===== config.mk =====
export PLATFORM = sky130hd
export DESIGN_NAME = frp_fifo
export DESIGN_NICKNAME = d
export VERILOG_FILES = /design/src/frp_pkg.sv /design/src/frp_fifo.sv
export SDC_FILE = /design/constraint.sdc
export NUM_CORES = 2
export LEC_CHECK = 0
export ABC_AREA = 1
export BUFFER_PORTS_ARGS = -buffer_cell sky130_fd_sc_hd__buf_2
export CORE_AREA = 2 2 479 481
export DETAILED_ROUTE_END_ITERATION = 7
export DIE_AREA = 0 0 481 483
export GPL_TIMING_DRIVEN = 0
export PLACE_DENSITY = 0.65
export REMOVE_ABC_BUFFERS = 1
export SLEW_MARGIN = 20
export SYNTH_ARGS = -nofsm -noshare
export SYNTH_HDL_FRONTEND = slang
export SYNTH_SLANG_ARGS = --single-unit

===== constraint.sdc =====
create_clock -name clk -period 15.2 [get_ports clk]
set_input_delay 2.28 -clock clk [delete_from_list [all_inputs] [get_ports clk]]
set_output_delay 2.28 -clock clk [all_outputs]
set_load 0.02 [all_outputs]

===== src/frp_pkg.sv =====
package frp_pkg;

    // Width of a reduced input component magnitude and of its signed form
    localparam int RED_BITS = 16;
    localparam int D_W      = RED_BITS + 1;
    // d x s partial products and the exact third axis
    localparam int P1_W     = 2 * D_W - 1;
    localparam int C_W      = P1_W + 1;
    // c x d partial products and the exact side axis
    localparam int P2_W     = C_W + D_W - 1;
    localparam int Q_W      = P2_W + 1;
    localparam int MAG_W    = Q_W - 1;
    localparam int LEN_W    = 6;

    // Normalizer internals
    localparam int UNIT_BITS  = 30;
    localparam int M_W        = UNIT_BITS + 1;
    localparam int SQ_W       = 2 * M_W;
    localparam int N_W        = 64;
    localparam int ROOT_W     = N_W / 2;
    localparam int REM_W      = ROOT_W + 2;
    localparam int NUM_W      = M_W + UNIT_BITS + 1;
    localparam int QT_W       = UNIT_BITS + 1;
    localparam int DREM_W     = ROOT_W;
    localparam int U_W        = UNIT_BITS + 2;
    localparam int SQRT_STEPS = ROOT_W;
    localparam int DIV_STEPS  = QT_W;
    localparam int NORM_LAT   = 5 + SQRT_STEPS + 1 + DIV_STEPS + 1;

    // Matrix product and result
    localparam int PROD_W    = 2 * U_W - 2;
    localparam int ACC_W     = 64;
    localparam int OUT_W     = 16;
    localparam int N_ENTRIES = 9;

    // Queue between front and back
    localparam int FIFO_DEPTH = 4;
    localparam int PTR_W      = $clog2(FIFO_DEPTH);
    localparam int CNT_W      = $clog2(FIFO_DEPTH + 1);

    typedef logic [2:0][Q_W-1:0] frp_vec_t;
    typedef logic [2:0][U_W-1:0] frp_unit_t;

    // One classified frame pair: exact axes of both frames and the flag
    typedef struct packed {
        logic [1:0][2:0][D_W-1:0] dir;
        logic [1:0][2:0][Q_W-1:0] side;
        logic [1:0][2:0][C_W-1:0] third;
        logic                     deg;
    } frp_entry_t;

endpackage


===== src/frp_fifo.sv =====
module frp_fifo
    import frp_pkg::*;
(
    input  logic       clk,
    input  logic       rst_n,
    input  logic       push,
    input  frp_entry_t din,
    output logic       full,
    input  logic       pop,
    output frp_entry_t dout,
    output logic       empty
);

    frp_entry_t       mem_reg [FIFO_DEPTH];
    logic [PTR_W-1:0] wr_ptr_reg, rd_ptr_reg;
    logic [CNT_W-1:0] cnt_reg;

    assign full  = (cnt_reg == CNT_W'(FIFO_DEPTH));
    assign empty = (cnt_reg == '0);
    assign dout  = mem_reg[rd_ptr_reg];

    // Store the incoming entry
    always_ff @(posedge clk)
    begin
        if (push)
        begin
            mem_reg[wr_ptr_reg] <= din;
        end
    end

    // Advance pointers and fill level
    always_ff @(posedge clk or negedge rst_n)
    begin
        if (!rst_n)
        begin
            wr_ptr_reg <= '0;
            rd_ptr_reg <= '0;
            cnt_reg    <= '0;
        end
        else
        begin
            if (push)
            begin
                wr_ptr_reg <= wr_ptr_reg + 1'b1;
            end
            if (pop)
            begin
                rd_ptr_reg <= rd_ptr_reg + 1'b1;
            end
            case ({push, pop})
                2'b10:   cnt_reg <= cnt_reg + 1'b1;
                2'b01:   cnt_reg <= cnt_reg - 1'b1;
                default: cnt_reg <= cnt_reg;
            endcase
        end
    end

endmodule


# --- Yosys cells after proc, flatten, opt, wreduce, memory -nomap -nowiden ---
# Memories as Yosys holds them, arrays and structs flattened.
# Index checks and enable logic that the tools add are counted.
word_totals:
  in_bits: 617
  mem_bits_rw: 2452
  reg_bits: 7
  memories: 1
  word_cells: 16
  out_inout_bits: 615
op_classes:
  muxes: 3
  n_reduce_logical: 2
  n_addsub: 4
  n_eq_ne: 3
mem_list:
  columns: ["memory", "depth", "width", "read_ports", "rd_clocked_by_memory_dff", "wr", "line", "text"]
  rows:
  - ["mem_reg", 4, 613, 1, 0, 1, "frp_fifo.sv:14", "frp_entry_t mem_reg [FIFO_DEPTH];"]
op_table:
  columns: ["operator", "count"]
  rows:
  - ["3-bit case mux with 2 select lines", 1]
  - ["2-bit by 1-bit adder with 2-bit output, second input constant", 2]
  - ["3-bit by 1-bit adder with 3-bit output, second input constant", 1]
  - ["3-bit == test, second input constant", 1]
  - ["3-bit zero test", 1]
  - ["3-bit by 1-bit subtractor with 3-bit output, second input constant", 1]
  - ["2-bit by 1-bit == test with 1-bit output, second input constant", 1]
  - ["2-bit == test, second input constant", 1]
  - ["1-bit 2-to-1 mux", 2]
  - ["2-bit nonzero test", 1]

# --- Logic depth before layout (Yosys ltp) ---
logic_depth:
  depth_word: 2
  mapped_depth: 10
  depth_no_buf: 9

# --- Worst setup path before layout ---
# No wires, ideal clock.
synth_path:
  path_type: "input port to flip-flop"
  from: "input port push"
  to: "memory mem_reg[3][0] (netlist bit) (enable)"
  required_time_ns: 14.240
  slack_ns: -0.197
  stages: 3
  setup_ns: 0.960
  path_buffers: 1
  t_arrival_ns: 14.437
  path_cell_list: "clkbuf_1 > nand2_1 > inv_1"
synth_between:
  elab_chain_len: 2
synth_lines:
  columns: ["element", "line", "text"]
  rows:
  - ["from (decl)", "frp_fifo.sv:6", "input logic push,"]
  - ["1-bit 2-to-1 mux", "frp_fifo.sv:25", "if (push)"]
  - ["1-bit 2-to-1 mux (implied by the code)", "frp_fifo.sv:27", "mem_reg[wr_ptr_reg] <= din;"]
  - ["to (decl)", "frp_fifo.sv:14", null]
# No other way between the ends.

==> flow_metrics.env <==
export IMPL_outcome="finished, final reports clean"
export IMPL_design_area_mm2=0.116
export IMPL_syn_inst=7201
export IMPL_yosysWarnings=0
export IMPL_worstMarginPinSlew_ps=710
export IMPL_die_width_um=481
export IMPL_critPathTopFamily="buffers and inverters"
export IMPL_netlist_top_cell_by_area="edfxtp_1"
export IMPL_ant_nets=0
export IMPL_ys_seq_elements=2459
export IMPL_yosys_cell_count_top_type="edfxtp_1"
export IMPL_wire_per_inst_um=20.8
export IMPL_fin_crit_sh_pct=43.6
export IMPL_synthArstFlopShare_pct=0.285
export IMPL_power_switching_mw=9.43
export IMPL_syn_area_per_cell_um2=13.5
export IMPL_hold_class="reg -> reg"
export IMPL_cts_resized=0
export IMPL_grt_setup_unrepaired="false"
export IMPL_slowest_stage="dfrtp_4"
export IMPL_use_met2_pct=32.8
export IMPL_yosys_top_cells_area="edfxtp_1 75%, o211ai_1 9.4%, nand2_1 7.1%"
export IMPL_root_buffer="clkbuf_16"
export IMPL_ir_drop_mv=0.149
export IMPL_end_kind="output port"
export IMPL_grt_max_degree=100
export IMPL_clk_latency_ps=900
export IMPL_track_usage_pct=20.4
export IMPL_hold_path_end="cnt_reg[0]"
export IMPL_n_fill_cell=18800
export IMPL_switching_share_pct=38.3
export IMPL_max_cap_violations=0
export IMPL_busiest_layer="met2"
export IMPL_cts_buffer_depth=4
export IMPL_hpwl_um=157000
export IMPL_fin_skew_ps=47.3
export IMPL_hold_depth=1
export IMPL_antenna_found_initial=176
export IMPL_io_pins=1232
export IMPL_p_seq_share_pct=37.1
export IMPL_cp_cell_sequence="buf_16 -> buf_16 -> buf_16 -> buf_16 -> buf_16 -> buf_12 -> buf_12 -> nand2_1 -> o211ai_1 -> nand2_1 -> buf_2"
export IMPL_cts_sinks=2459
export IMPL_rows=175
export IMPL_synth_top_area_share_pct=75.5
export IMPL_synthFlopType="edfxtp_1"
export IMPL_p_comb_share_pct=37.7
export IMPL_clock_fmax_ghz=0.151
export IMPL_grt_pass1_vias=56100
export IMPL_netlist_area_mm2=0.0976
export IMPL_cts_tree="done"
export IMPL_p_int_mw=15.2
export IMPL_slew_headroom_pct=52.7
export IMPL_netlist_cell_type_count=18
export IMPL_r2r_end="mem_reg[0][207]"
export IMPL_hold_viol=0
export IMPL_cp_arrival_ps=4350
export IMPL_start_util_pct=43.0
export IMPL_p_total_mw=24.6
export IMPL_dieArea_mm2=0.232
export IMPL_htreeDepth=5
export IMPL_ys_seq_area_share_pct=75.7
export IMPL_r2r_setup_slack_ps=11840
export IMPL_pwr_share_clk_pct=25.2
export IMPL_power_density_mw_per_mm2=213
export IMPL_area_delta_synth_final_pct=18.5
export IMPL_slew_viol_final=0
export IMPL_worstPathMaxFanout=82
export IMPL_grt_pass1_wl_um=356000
export IMPL_drc=0
export IMPL_drive_gt1_share_pct=19.5
export IMPL_numCtsBuffers=279
export IMPL_critPathBufInv=8
export IMPL_use_met1_pct=23.8
export IMPL_core_mm2=0.227
export IMPL_use_met3_pct=8.76
export IMPL_viasPerCell=5.00
export IMPL_die_y_um=483
export IMPL_rr_startpoint="wr_ptr_reg[0]"
export IMPL_grt_overflow=0
export IMPL_synth_edff_count=2452
export IMPL_final_setup_viol_count=0
export IMPL_largest_reg_flops=2452
export IMPL_cp_start_kind="flip-flop"
export IMPL_synthTopCellsByCount="2452 x edfxtp_1, 1850 x nand2_1, 1240 x inv_1, 1226 x o211ai_1, 227 x buf_2"
export IMPL_num_vias=58300
export IMPL_wl_um=242000
export IMPL_cts_setup_buffers=0
export IMPL_cts_hold_buf=0
export IMPL_tns_ps=0
export IMPL_criticalPathCategory="reg -> out"
export IMPL_hp_start="cnt_reg[0]"
export IMPL_drt_iter0_markers=4179
export IMPL_ff2ff_path_depth=9
export IMPL_final_nets=9014
export IMPL_port_buffers=1231
export IMPL_placed_area_mm2=0.107
export IMPL_finalCriticalPeriod_ps=6630
export IMPL_p_leak_nw=45.6
export IMPL_path_clk_slew_ps=60
export IMPL_first_pass_iters=5
export IMPL_cpMostUsedCell="buf_16"
export IMPL_critPathRequiredTime_ps=12920
export IMPL_gp_congestion=0.787
export IMPL_max_stage_delay_ps=680
==> layer usage <==
metal	vias up	routed length [µm]
li1	27700	-
met1	28100	92400
met2	1885	115000
met3	563	25400
met4	110	9110
met5	-	775
==> layout make-up <==
type	instances	area, µm²	area share, %
diodes	72	180	0.156
well taps	3009	3760	3.26
repair buffers	1319	8490	7.34
inverters	1240	4690	4.06
flip-flops and latches	2459	73800	63.9
multi-input cells	3092	16300	14.1
clock inverters	130	976	0.844
clock buffers	354	7390	6.39
==> worst max path at each step <==
stage	startpoint	endpoint	slack (ps)	cells after the start
floorplan	rd_ptr_reg[0]	dout[0]	-26600	2
global placement	rd_ptr_reg[1]	dout[329]	-126940	4
detailed placement	rd_ptr_reg[0]	dout[518]	9470	11
CTS	rd_ptr_reg[0]	dout[518]	8480	11
global route	rd_ptr_reg[0]	dout[518]	8230	11
finish	rd_ptr_reg[0]	dout[518]	8570	11
==> cell usage in the layout, fill, tap and decap left out, drive strengths merged <==
master / count
buf: 1319
bufinv: 13
clkbuf: 354
clkinv: 101
clkinvlp: 9
dfrtp: 7
diode: 72
edfxtp: 2452
fa: 1
ha: 5
inv: 1247
nand2: 1850
nand3: 1
nand4: 1
nor3: 2
o211ai: 1226
o21ai: 2
xnor2: 1
xor2: 3
==> per-stage QoR <==
stage               worst slack [ps]  cells  util [%]  hold slack, ps
floorplan                     -26600   6791         -             463
global placement             -126940  11000      46.1             486
detailed placement              9470  11100      47.2             524
CTS                             8480  11600      50.9             539
global route                    8230  11600      50.9             560
finish                          8570  11700      51.0             539
==> kinds of logic (layout without fill, tap and decap cells) <==
| group | after synthesis | in the layout | share of synthesized area (%) |
|---|---|---|---|
| compound gates | 1228 | 1228 | 9.44 |
| xor+xnor | 4 | 4 | 0.0359 |
| fa+ha+maj | 6 | 6 | 0.0846 |
| buf+inv | 1650 | 3043 | 7.64 |
| flops | 2459 | 2459 | 75.7 |
| other cells | 0 | 72 | 0 |
| simple gates | 1854 | 1854 | 7.14 |
==> power groups by stage <==
stage	Sequential, mW	Clock, mW	Combinational [mW]
finish	9.13	6.20	9.26
global route	9.22	6.62	10.1
CTS	9.13	6.35	9.41
detailed placement	9.27	0	9.38
global placement	11.4	0	7.03
floorplan	10.4	0	5.50
Power figures use the tool's default switching activity.
